[src/bpig_pkg.sv]
// ---------------------------------------------------------------------------
// bpig_pkg
// Shared types and constants of the permutation index generator: operation
// and register codes, controller states, command and status bundles.
// ---------------------------------------------------------------------------
package bpig_pkg;

    localparam int STAGE_COUNT_DEF = 4;
    localparam int MAX_WIDTH_DEF   = 64;

    localparam logic [63:0] WEYL_STEP  = 64'h9e3779b97f4a7c15;
    localparam int          WALK_LIMIT = 256;
    localparam int          MULT_ROW   = 64;

    // operation codes of an input word
    typedef enum logic [1:0] {
        OP_NEXT = 2'd0,
        OP_UNDO = 2'd1,
        OP_LOAD = 2'd2,
        OP_NONE = 2'd3
    } op_t;

    // configuration register indexes
    localparam logic [2:0] REG_MAX_VALUE    = 3'd0;
    localparam logic [2:0] REG_SHIFT_FIRST  = 3'd1;
    localparam logic [2:0] REG_SHIFT_SECOND = 3'd2;
    localparam logic [2:0] REG_SHIFT_THIRD  = 3'd3;
    localparam logic [2:0] REG_MULT_FIRST   = 3'd4;
    localparam logic [2:0] REG_MULT_SECOND  = 3'd5;
    localparam logic [2:0] REG_INV_FIRST    = 3'd6;
    localparam logic [2:0] REG_INV_SECOND   = 3'd7;

    typedef enum logic [3:0] {
        ST_IDLE,
        ST_WEYL_ADD,
        ST_GF_RUN,
        ST_GF_DRAIN,
        ST_STAGE_MUL,
        ST_WEYL_SUB,
        ST_MIX_XS,
        ST_MIX_MUL,
        ST_XSI_INIT,
        ST_XSI_RUN,
        ST_CHECK
    } state_t;

    // controller -> datapath
    typedef struct packed {
        logic start_next;
        logic start_undo;
        logic load_word;
        logic weyl_add;
        logic weyl_sub;
        logic gf_start;
        logic gf_issue;
        logic gf_drain;
        logic mul_step;
        logic mul_mix;
        logic stage_clr;
        logic stage_inc;
        logic stage_dec;
        logic stage_set_last;
        logic mix_clr;
        logic mix_inc;
        logic mix_dec;
        logic mix_set_last;
        logic mix_xs;
        logic xsi_init;
        logic xsi_step;
        logic round_inc;
        logic out_load;
    } cmd_t;

    // datapath -> controller
    typedef struct packed {
        logic inv;
        logic gf_last;
        logic mul_done;
        logic stage_last;
        logic stage_zero;
        logic mix_last;
        logic mix_zero;
        logic shift_zero;
        logic t_zero;
        logic walk;
        logic out_free;
    } status_t;

endpackage

[src/bpig_ctrl.sv]
// ---------------------------------------------------------------------------
// bpig_ctrl
// Sequencer: walks one word through the stage chain, the mix, the cycle
// walk and the result hand-off by issuing commands to the datapath.
// ---------------------------------------------------------------------------
module bpig_ctrl
    import bpig_pkg::*;
(
    input  logic       aclk,
    input  logic       aresetn,
    input  logic       s_valid,
    input  logic [1:0] s_operation,
    output logic       s_ready,
    input  status_t    status,
    output cmd_t       cmd
);

    state_t state_reg, state_next;
    logic   accept;

    assign accept = s_valid && (state_reg == ST_IDLE);

    // state register
    always_ff @(posedge aclk) begin
        if (!aresetn) begin
            state_reg <= ST_IDLE;
        end else begin
            state_reg <= state_next;
        end
    end

    // next state
    always_comb begin
        state_next = state_reg;
        case (state_reg)
            ST_IDLE: begin
                if (accept && s_operation == OP_NEXT) begin
                    state_next = ST_WEYL_ADD;
                end else if (accept && s_operation == OP_UNDO) begin
                    state_next = ST_XSI_INIT;
                end
            end
            ST_WEYL_ADD: state_next = ST_GF_RUN;
            ST_GF_RUN: begin
                if (status.gf_last) state_next = ST_GF_DRAIN;
            end
            ST_GF_DRAIN: state_next = status.inv ? ST_WEYL_SUB : ST_STAGE_MUL;
            ST_STAGE_MUL: begin
                if (status.mul_done) begin
                    if (status.inv) begin
                        state_next = ST_GF_RUN;
                    end else if (status.stage_last) begin
                        state_next = ST_MIX_XS;
                    end else begin
                        state_next = ST_WEYL_ADD;
                    end
                end
            end
            ST_WEYL_SUB: state_next = status.stage_zero ? ST_CHECK : ST_STAGE_MUL;
            ST_MIX_XS:   state_next = status.mix_last ? ST_CHECK : ST_MIX_MUL;
            ST_MIX_MUL: begin
                if (status.mul_done) state_next = status.inv ? ST_XSI_INIT : ST_MIX_XS;
            end
            ST_XSI_INIT: begin
                if (status.shift_zero) begin
                    state_next = status.mix_zero ? ST_STAGE_MUL : ST_MIX_MUL;
                end else begin
                    state_next = ST_XSI_RUN;
                end
            end
            ST_XSI_RUN: begin
                if (status.t_zero) state_next = status.mix_zero ? ST_STAGE_MUL : ST_MIX_MUL;
            end
            ST_CHECK: begin
                if (status.walk) begin
                    state_next = status.inv ? ST_XSI_INIT : ST_WEYL_ADD;
                end else if (status.out_free) begin
                    state_next = ST_IDLE;
                end
            end
            default: state_next = ST_IDLE;
        endcase
    end

    // command outputs
    always_comb begin
        cmd     = '0;
        s_ready = 1'b0;
        case (state_reg)
            ST_IDLE: begin
                s_ready        = 1'b1;
                cmd.start_next = accept && s_operation == OP_NEXT;
                cmd.start_undo = accept && s_operation == OP_UNDO;
                cmd.load_word  = accept && s_operation == OP_LOAD;
            end
            ST_WEYL_ADD: begin
                cmd.weyl_add = 1'b1;
                cmd.gf_start = 1'b1;
            end
            ST_GF_RUN:   cmd.gf_issue = 1'b1;
            ST_GF_DRAIN: cmd.gf_drain = 1'b1;
            ST_STAGE_MUL: begin
                cmd.mul_step = 1'b1;
                if (status.mul_done) begin
                    cmd.gf_start  = status.inv;
                    cmd.mix_clr   = !status.inv && status.stage_last;
                    cmd.stage_inc = !status.inv && !status.stage_last;
                end
            end
            ST_WEYL_SUB: begin
                cmd.weyl_sub  = 1'b1;
                cmd.stage_dec = !status.stage_zero;
            end
            ST_MIX_XS:   cmd.mix_xs = 1'b1;
            ST_MIX_MUL: begin
                cmd.mul_step = 1'b1;
                cmd.mul_mix  = 1'b1;
                if (status.mul_done) begin
                    cmd.mix_dec = status.inv;
                    cmd.mix_inc = !status.inv;
                end
            end
            ST_XSI_INIT: begin
                cmd.xsi_init       = !status.shift_zero;
                cmd.stage_set_last = status.shift_zero && status.mix_zero;
            end
            ST_XSI_RUN: begin
                cmd.xsi_step       = !status.t_zero;
                cmd.stage_set_last = status.t_zero && status.mix_zero;
            end
            ST_CHECK: begin
                if (status.walk) begin
                    cmd.round_inc    = 1'b1;
                    cmd.mix_set_last = status.inv;
                    cmd.stage_clr    = !status.inv;
                end else begin
                    cmd.out_load = status.out_free;
                end
            end
            default: ;
        endcase
    end

endmodule

[config.mk]
export PLATFORM = sky130hd
export DESIGN_NAME = bpig_ctrl
export DESIGN_NICKNAME = d
export VERILOG_FILES = /design/src/bpig_pkg.sv /design/src/bpig_ctrl.sv
export SDC_FILE = /design/constraint.sdc
export NUM_CORES = 1
export LEC_CHECK = 0
export BUFFER_PORTS_ARGS = -buffer_cell sky130_fd_sc_hd__buf_2
export CORE_MARGIN = 5
export CORE_UTILIZATION = 46
export CTS_BUF_LIST = sky130_fd_sc_hd__clkbuf_8
export DETAILED_ROUTE_END_ITERATION = 8
export GPL_TIMING_DRIVEN = 1
export PLACE_DENSITY = 0.82
export SLEW_MARGIN = 40
export SYNTH_ARGS = -nofsm -noshare
export SYNTH_HDL_FRONTEND = slang
export SYNTH_SLANG_ARGS = --single-unit
[constraint.sdc]
create_clock -name aclk -period 2.2 [get_ports aclk]
set_clock_uncertainty 0.05 [all_clocks]
set_input_delay 0.33 -clock aclk [delete_from_list [all_inputs] [get_ports aclk]]
set_output_delay 0.33 -clock aclk [all_outputs]
set_load 0.005 [all_outputs]
==> flow_summary_export.csv, run 1 <==
group,metric,value,unit
logic_synthesis,yosys-top-cells-count,"17 x nor2_1, 10 x inv_1, 7 x nand2b_1, 7 x nor3_1, 6 x nand2_1",
logic_synthesis,synth.largest_area_cell,"dfxtp_1",
cts,postCtsHoldBufs,0,
worst_setup_path,crit_start,"state_reg[0]$_SDFFE_PN0P_",
floorplanning,io-pin-count,40,
timing,final.setup.tns,0,ps
layout,design_area,983,um2
logic_synthesis,async_flop_share,0,%
global_route,grt_pass1_vias,902,
cts,cts_made_buffers,3,
worst_setup_path,rr_startpoint,"state_reg[0]$_SDFFE_PN0P_",
logic_synthesis,synth_nets,127,
timing,post-route-period-util,94.2,%
routing,vias,999,
layout,antennaDiodeCount,0,
power_and_ir_drop,p_leak,0.497,nW
global_route,grt_usage,18.4,%
logic_synthesis,synth_area,747,um2
hold_path,hp-class,"in2reg",
layout,drive_gt1_share,35.6,%
worst_setup_path,worstRegToRegCells,5,
timing,hold_viol,0,
routing,wl_per_cell,14.1,um
worst_setup_path,path_class,"reg2out",
power_and_ir_drop,ir_worst_vdd,0.000470,V
cts,clk_path_buf_depth,2,
cts,clk_pin_slew,30,ps
cts,cts_tree,"yes",
logic_synthesis,synth_edf_count,0,
layout,largest_reg_flops,4,
global_route,grt_overflow,0,
place,dpl_cell_area,936,um2
logic_synthesis,synth_most_common_cell,"nor2_1",
floorplanning,die_h,50.3,um
worst_setup_path,end_kind,"output port",
routing,drt_pass1_iterations,4,
layout,syn_to_final_growth,31.7,%
hold_path,hp-start,"aresetn",
worst_setup_path,cp_max_fo,20,
timing,relSlewSlack,57.7,%
logic_synthesis,yosysUniqueCellTypes,43,
place,portBuffers,39,
routing,drcViolationCount,0,
cts,cts.sink_count,4,
status,status,"complete, no violations",
worst_setup_path,start_kind,"flip-flop",
routing,via_per_inst,6.05,
timing,fin_crit,2070,ps
logic_synthesis,synthFlopType,"dfxtp_1",
logic_synthesis,seq_area_frac_synth,10.7,%
timing,finalSetupViolCount,0,
hold_path,whs_endpoint,"state_reg[2]$_SDFFE_PN0P_",
timing,maxSlewViolCount,0,
cts,clock_latency,210,ps
floorplanning,die_x,50.3,um
place,place_hpwl,1820,um
logic_synthesis,yosysTopAreaCellShare,10.7,%
logic_synthesis,ys_seq_elements,4,
floorplanning,rows,14,
job,maxCapViolations,0,
logic_synthesis,syn_inst,111,
worst_setup_path,required,1820,ps
logic_synthesis,avgSynthCellArea,6.73,um2
floorplanning,core_area,1520,um2
routing,drt_iter0_drc,30,
routing,drtAntennaViolNets,0,
global_route,grt_pass1_wl,3820,um
floorplanning,die_area,2530,um2
timing,rsz0062_at_grt,"false",
place,gp_congestion,0.893,
timing,max_freq,482,MHz
layout,nets,167,
global_route,grt_max_degree,21,
hold_path,whs_path_depth,3,
logic_synthesis,synth_warnings,0,
global_route,antenna_found_initial,0,
cts,cts_max_level,1,
worst_setup_path,crit_arrival,1690,ps
power_and_ir_drop,powerDensity,962,nW/um2
floorplanning,initial_utilization,49.0,%
layout,post-route-util,64.5,%
worst_setup_path,r2r_slack,210,ps
timing,tightest_slew,634,ps
routing,drt_wl_total,2320,um
logic_synthesis,synth_area_leaders,"dfxtp_1 11%, nor2_1 8.5%, nand2b_1 5.9%",
worst_setup_path,reg2reg_to,"state_reg[1]$_SDFFE_PN0P_",
cts,cts_root_buffer,"clkbuf_8",
## layout by cell type (no fill, tap or decap), types with 2 or more instances in the layout
| cell | instances |
|---|---|
| a211oi_1 | 3 |
| buf_4 | 3 |
| nor3b_1 | 2 |
| o22ai_1 | 2 |
| nand4bb_1 | 2 |
| nor4_1 | 5 |
| dfxtp_1 | 3 |
| nor2_1 | 17 |
| nand3b_1 | 2 |
| clkbuf_8 | 3 |
| a21oi_1 | 4 |
| nand2b_1 | 7 |
| nand3_1 | 2 |
| mux2i_1 | 2 |
| nor3_1 | 6 |
| nand2_1 | 6 |
| or3_1 | 2 |
| nor2b_1 | 3 |
| buf_2 | 39 |
| o21ai_0 | 3 |
| inv_1 | 10 |
## cell type report
cell class	count	area, um2
fill	138	541
inverter	10	37.5
tap	16	20.0
clock buffer	3	41.3
timing repair buffer	42	218
sequential	4	81.3
multi-input combinational	90	586
## worst max-delay path, cell delays in order (launching register included)
cell	delay [ps]
dfxtp_1	500
or2_1	400
nor3_2	270
nand2_1	100
nor2_1	90
buf_2	120
## metal layers
layer	part of all wire [%]	track usage, %
met1	40	22.8
met2	46	29.7
met3	12	5.33
met4	1.8	7.66
met5	0	0
## where the power goes
group	switching (mW)	leakage (nW)	internal, mW
Combinational	0.333	0.443	0.283
Clock	0.0342	0.0216	0.116
Sequential	0.0809	0.0332	0.0987
Total	0.448	0.497	0.498
## worst max-delay path by stage
stage	endpoint	cells past startpoint	slack, ps
floorplan	cmd[17]	5	530
finish	cmd[11]	5	130
global route	cmd[11]	5	9
global placement	state_reg[3]$_SDFFE_PN0P_	5	290
CTS	cmd[11]	5	40
detailed placement	state_reg[1]$_SDFFE_PN0P_	5	240
## logic make-up (layout without fill, tap and decap cells)
kind of cell | after synthesis | after routing | share of synthesized area (%)
compound gates | 20 | 20 | 18.8
xor+xnor | 1 | 1 | 1.17
buf+inv | 17 | 55 | 11.6
flops | 4 | 4 | 10.7
mux | 3 | 3 | 4.19
simple gates | 66 | 66 | 53.6
## metrics by stage
| stage | power [mW] | setup WS [ps] | hold slack, ps | cells |
|---|---|---|---|---|
| 2_1_floorplan | 0.629 | 530 | 408 | 111 |
| 3_3_place_gp | 0.758 | 290 | 545 | 162 |
| 3_5_place_dp | 0.780 | 236 | 558 | 162 |
| 4_1_cts | 0.933 | 39.7 | 343 | 165 |
| 5_1_grt | 1.02 | 9.10 | 350 | 165 |
| 6_report | 0.946 | 127 | 341 | 165 |
## timing repair
item                       in CTS  in global routing
gates resized for setup         0                  2
setup buffers                   0                  0
setup endpoints to repair       0                  3
Note: power is estimated with default switching activity, not from simulation.
==> run 2, diff against run 1 <==
- CORE_MARGIN: 5 -> not set
- SKIP_LAST_GASP: not set -> 1
==> run 2 against run 1 <==
Compared with the run above:
- combinational power is 3% lower
- critical path depth stayed put
- non-clock buffer count is 1 lower
- clock power hardly changed
- core utilization is 0.25 points higher
- final cell count is 0.61% lower
- final area is 0.76% lower
- die area is 29% lower
- flip-flop and latch count stayed put
- largest power group unchanged
==> flow_summary_export.csv, run 2 (synthesis gave the netlist of run 1 again) <==
group,metric,value,unit
status,status,"complete, no violations",
global_route,grt_overflow,0,
worst_setup_path,required,1820,ps
timing,post-route-period-util,95.0,%
power_and_ir_drop,ir_worst_vdd,0.000474,V
layout,nets,166,
global_route,grt_pass1_wl,3530,um
worst_setup_path,rr_startpoint,"state_reg[0]$_SDFFE_PN0P_",
place,place_hpwl,1720,um
floorplanning,rows,14,
cts,clk_pin_slew,30,ps
timing,max_freq,478,MHz
hold_path,hp-class,"in2reg",
floorplanning,initial_utilization,49.6,%
layout,fillCellCount,139,
timing,final.setup.tns,0,ps
cts,clk_path_buf_depth,2,
power_and_ir_drop,p_switching,0.445,mW
cts,cts_root_buffer,"clkbuf_8",
worst_setup_path,crit_chain,"buf_4 > nand2b_1 > or3_1 > nor2_1 > buf_2",
worst_setup_path,path_class,"reg2out",
timing,hold_viol,0,
cts,cts_made_buffers,3,
worst_setup_path,crit_start,"state_reg[2]$_SDFFE_PN0P_",
place,portBuffers,39,
worst_setup_path,start_kind,"flip-flop",
routing,drcViolationCount,0,
worst_setup_path,cp_max_fo,13,
global_route,grt_max_degree,21,
floorplanning,io-pin-count,40,
power_and_ir_drop,cellInternalPower,0.491,mW
global_route,antenna_found_initial,0,
routing,via_per_inst,5.85,
worst_setup_path,reg2reg_to,"state_reg[1]$_SDFFE_PN0P_",
layout,largest_reg_flops,4,
routing,drt_wl_total,2190,um
global_route,grt_usage,24.9,%
power_and_ir_drop,combPwrFrac,63.7,%
cts,cts.sink_count,4,
job,maxCapViolations,0,
place,place_inst,161,
place,gp_congestion,0.925,
worst_setup_path,cp_num_cells,5,
cts,postCtsSetupBuffers,0,
routing,drt_iter0_drc,42,
layout,drive_gt1_share,35.1,%
layout,final_cells,164,
timing,maxSlewViolCount,0,
floorplanning,core_area,1510,um2
worst_setup_path,slowest_delay,430,ps
power_and_ir_drop,power_frac_clock,16.3,%
floorplanning,die_h,42.3,um
power_and_ir_drop,p_leak,0.492,nW
cts,cts_tree,"yes",
power_and_ir_drop,p_total,0.936,mW
layout,syn_to_final_growth,30.7,%
timing,rsz0062_at_grt,"false",
layout,post-route-util,64.8,%
worst_setup_path,setup.worst_path.end,"cmd[12]",
timing,setup_slack,110,ps
layout,antennaDiodeCount,0,
worst_setup_path,worstRegToRegCells,5,
power_and_ir_drop,powerDensity,959,nW/um2
power_and_ir_drop,p_sw_share,47.5,%
floorplanning,die_area,1790,um2
worst_setup_path,slowest_stage,"or3_1",
place,dp_worst_setup_slack,197,ps
worst_setup_path,crit_buf_inv,2,
worst_setup_path,r2r_slack,180,ps
worst_setup_path,cp_top_family,"simple AND/OR/NAND/NOR gates",
cts,clock_latency,220,ps
timing,finalSetupViolCount,0,
routing,vias,959,
layout,final_common_cell,"buf_2",
timing,fin_crit,2090,ps
cts,cts_max_level,1,
floorplanning,die_x,42.3,um
routing,drt_pass1_iterations,4,
routing,drtAntennaViolNets,0,
power_and_ir_drop,sequentialPowerShare,19.9,%
worst_setup_path,end_kind,"output port",
global_route,grt_pass1_vias,819,
timing,tightest_slew,636,ps
layout,final_cell_mix,"39 x buf_2, 17 x nor2_1, 10 x inv_1",
timing,relSlewSlack,57.5,%
cts,postCtsHoldBufs,0,
routing,wl_per_cell,13.3,um
worst_setup_path,crit_arrival,1710,ps
-- run 2: cell count changes in the layout (fill, tap and decap cells not counted) --
cell   previous run  this run
buf_4             3         2
-- run 2: stage by stage --
stage / cell area, um2 / hold WS, ps
after floorplan: 747 / 408
after global placement: 928 / 549
after detailed placement: 928 / 556
after CTS: 970 / 332
after global routing: 976 / 346
final: 976 / 333
-- run 2: final cells by class --
| class | instances | area (um2) | area share, % |
|---|---|---|---|
| flip-flops and latches | 4 | 81.3 | 8.33 |
| clock buffers | 3 | 41.3 | 4.23 |
| repair buffers | 41 | 210 | 21.5 |
| well taps | 16 | 20.0 | 2.05 |
| multi-input cells | 90 | 586 | 60.0 |
| inverters | 10 | 37.5 | 3.85 |
-- run 2: metal layers --
layer	vias up	global-route usage, %	share of wire [%]
met5	-	0	0
met4	0	9.38	1.6
met3	6	4.74	7.6
met2	47	42.5	48
met1	430	30.7	42
li1	476	-	-
-- run 2: power groups by stage --
stage	clock [mW]	sequential (mW)	combinational [mW]
final	0.153	0.187	0.597
after global routing	0.158	0.194	0.660
after CTS	0.154	0.182	0.589
after detailed placement	0	0.184	0.585
after global placement	0	0.181	0.570
after floorplan	0	0.114	0.516
-- run 2: how the worst min path moves through the flow --
stage            start                   endpoint  slack (ps)  depth (start not counted)
2_1_floorplan  aresetn  state_reg[1]$_SDFFE_PN0P_         410                          1
3_3_place_gp   aresetn  state_reg[1]$_SDFFE_PN0P_         550                          2
3_5_place_dp   aresetn  state_reg[1]$_SDFFE_PN0P_         560                          2
4_1_cts        aresetn  state_reg[1]$_SDFFE_PN0P_         330                          2
5_1_grt        aresetn  state_reg[1]$_SDFFE_PN0P_         350                          2
6_report       aresetn  state_reg[1]$_SDFFE_PN0P_         330                          2
-- run 2: timing repair --
item,in CTS,in global routing
endpoints found under the hold margin,0,0
gates resized for setup,0,2
setup endpoints to repair,0,4
==> run 3, diff against run 2 <==
- CORE_UTILIZATION: 46 -> 49
- MAX_ROUTING_LAYER: not set -> met4
- PLACE_DENSITY: 0.82 -> 0.86
- clock period: 2.2 -> 2.7 ns (I/O delays scaled with it)
==> run 3 against run 2 <==
Compared with the run above:
- sequential power shrank 7%
- sequential share of layout area rose by 0.066 points
- global-route usage is 7.2 points higher
- clock-buffer cell count stayed put
- final area shrank 2.3%
- flip-flop and latch count is the same
- via count rose by 4.9%
- die area fell by 5.8%
- worst hold slack better by 74 ps
- critical path type unchanged
- largest power group unchanged
==> flow_summary_export.csv, run 3 (synthesis gave the netlist of run 1 again) <==
group,metric,value,unit
floorplanning,io-pin-count,40,
power_and_ir_drop,p_switching,0.367,mW
worst_setup_path,start_kind,"flip-flop",
timing,post-route-period-util,87.2,%
hold_path,whs_path_depth,2,
power_and_ir_drop,cellInternalPower,0.390,mW
cts,cts_max_level,1,
timing,max_freq,425,MHz
cts,postCtsHoldBufs,0,
timing,hold_viol,0,
worst_setup_path,cp_max_fo,20,
power_and_ir_drop,combPwrFrac,60.4,%
worst_setup_path,worstRegToRegCells,5,
layout,largest_reg_flops,4,
layout,multi_input_area,581,um2
power_and_ir_drop,powerDensity,795,nW/um2
routing,drtAntennaViolNets,0,
routing,drt_pass1_iterations,4,
power_and_ir_drop,p_leak,0.479,nW
routing,drt_wl_total,2310,um
layout,nets,164,
cts,clk_path_buf_depth,2,
power_and_ir_drop,power_frac_clock,16.7,%
place,gp_congestion,0.961,
timing,tightest_slew,669,ps
routing,vias,1006,
routing,drt_iter0_drc,55,
global_route,grt_max_degree,22,
power_and_ir_drop,p_total,0.758,mW
global_route,grt_usage,32.1,%
timing,fin_crit,2360,ps
global_route,grt_pass1_vias,760,
layout,drive_gt1_share,32.9,%
power_and_ir_drop,ir_worst_vdd,0.000547,V
power_and_ir_drop,p_sw_share,48.5,%
hold_path,hp-class,"in2reg",
layout,final_common_cell,"buf_2",
cts,clock_latency,220,ps
timing,rsz0062_at_grt,"false",
cts,cts_resized,0,
routing,via_per_inst,6.25,
cts,cts_root_buffer,"clkbuf_8",
global_route,grt_overflow,0,
floorplanning,rows,13,
layout,syn_to_final_growth,27.6,%
timing,relSlewSlack,55.3,%
worst_setup_path,required,2250,ps
cts,cts_tree,"yes",
global_route,grt_pass1_wl,3480,um
floorplanning,die_x,41.0,um
place,place_hpwl,1670,um
global_route,antenna_found_initial,0,
floorplanning,die_area,1680,um2
place,portBuffers,39,
routing,drcViolationCount,0,
floorplanning,initial_utilization,54.7,%
layout,register_area,80.1,um2
layout,fillCellCount,132,
routing,wl_per_cell,14.4,um
status,status,"complete, no violations",
layout,antennaDiodeCount,0,
cts,cts_made_buffers,3,
floorplanning,core_area,1370,um2
cts,clk_pin_slew,30,ps
layout,final_cell_mix,"39 x buf_2, 17 x nor2_1, 10 x inv_1",
timing,finalSetupViolCount,0,
timing,final.setup.tns,0,ps
timing,maxSlewViolCount,0,
worst_setup_path,crit_arrival,1900,ps
job,maxCapViolations,0,
worst_setup_path,path_class,"reg2out",
worst_setup_path,end_kind,"output port",
cts,postCtsSetupBuffers,0,
timing,whs,407,ps
power_and_ir_drop,sequentialPowerShare,22.9,%
cts,cts.sink_count,4,
floorplanning,die_h,41.0,um
run 3: changes by cell type in the layout (fill, tap and decap cells not counted):
cell,previous run,this run
nor3_1,6,7
dfxtp_1,3,4
dfxtp_2,1,0
nor3_2,1,0
buf_4,2,0
run 3: stage by stage:
step	instance area (um2)	cells	utilization, %	setup slack (ps)
floorplan	747	111	-	955
global placement	912	158	66.8	649
detailed placement	912	158	66.8	613
CTS	953	161	69.8	357
global route	953	161	69.8	224
finish	953	161	69.8	345
run 3: power groups by stage:
stage | Sequential [mW] | Combinational, mW | Clock, mW
final | 0.174 | 0.457 | 0.127
after global routing | 0.182 | 0.506 | 0.134
after CTS | 0.170 | 0.452 | 0.130
after detailed placement | 0.170 | 0.446 | 0
after global placement | 0.168 | 0.443 | 0
after floorplan | 0.0926 | 0.420 | 0
run 3: final timing paths:
check / startpoint / endpoint / slack (ps)
worst min register to register: state_reg[0]$_SDFFE_PN0P_ / state_reg[0]$_SDFFE_PN0P_ / 740
worst max register to register: state_reg[2]$_SDFFE_PN0P_ / state_reg[1]$_SDFFE_PN0P_ / 600
worst max-delay path: state_reg[1]$_SDFFE_PN0P_ / cmd[12] / 340
worst min-delay path: aresetn / state_reg[1]$_SDFFE_PN0P_ / 410
run 3: cell type report:
cell class	instances	area share, %
repair buffers	39	20.5
inverters	10	3.94
flip-flops and latches	4	8.40
well taps	15	1.97
clock buffers	3	4.33
multi-input cells	90	60.9
run 3: critical path, cell delays in order, from the launching register on:
cell	delay, ps
dfxtp_1	730
nand2b_1	250
or3_1	440
nor2_1	130
buf_2	130
run 3: metal layers:
| layer | routed length [um] | GRT usage (%) |
|---|---|---|
| met1 | 916 | 41.2 |
| met2 | 1070 | 51.2 |
| met3 | 227 | 3.80 |
| met4 | 95 | 10.8 |
| met5 | 0 | - |
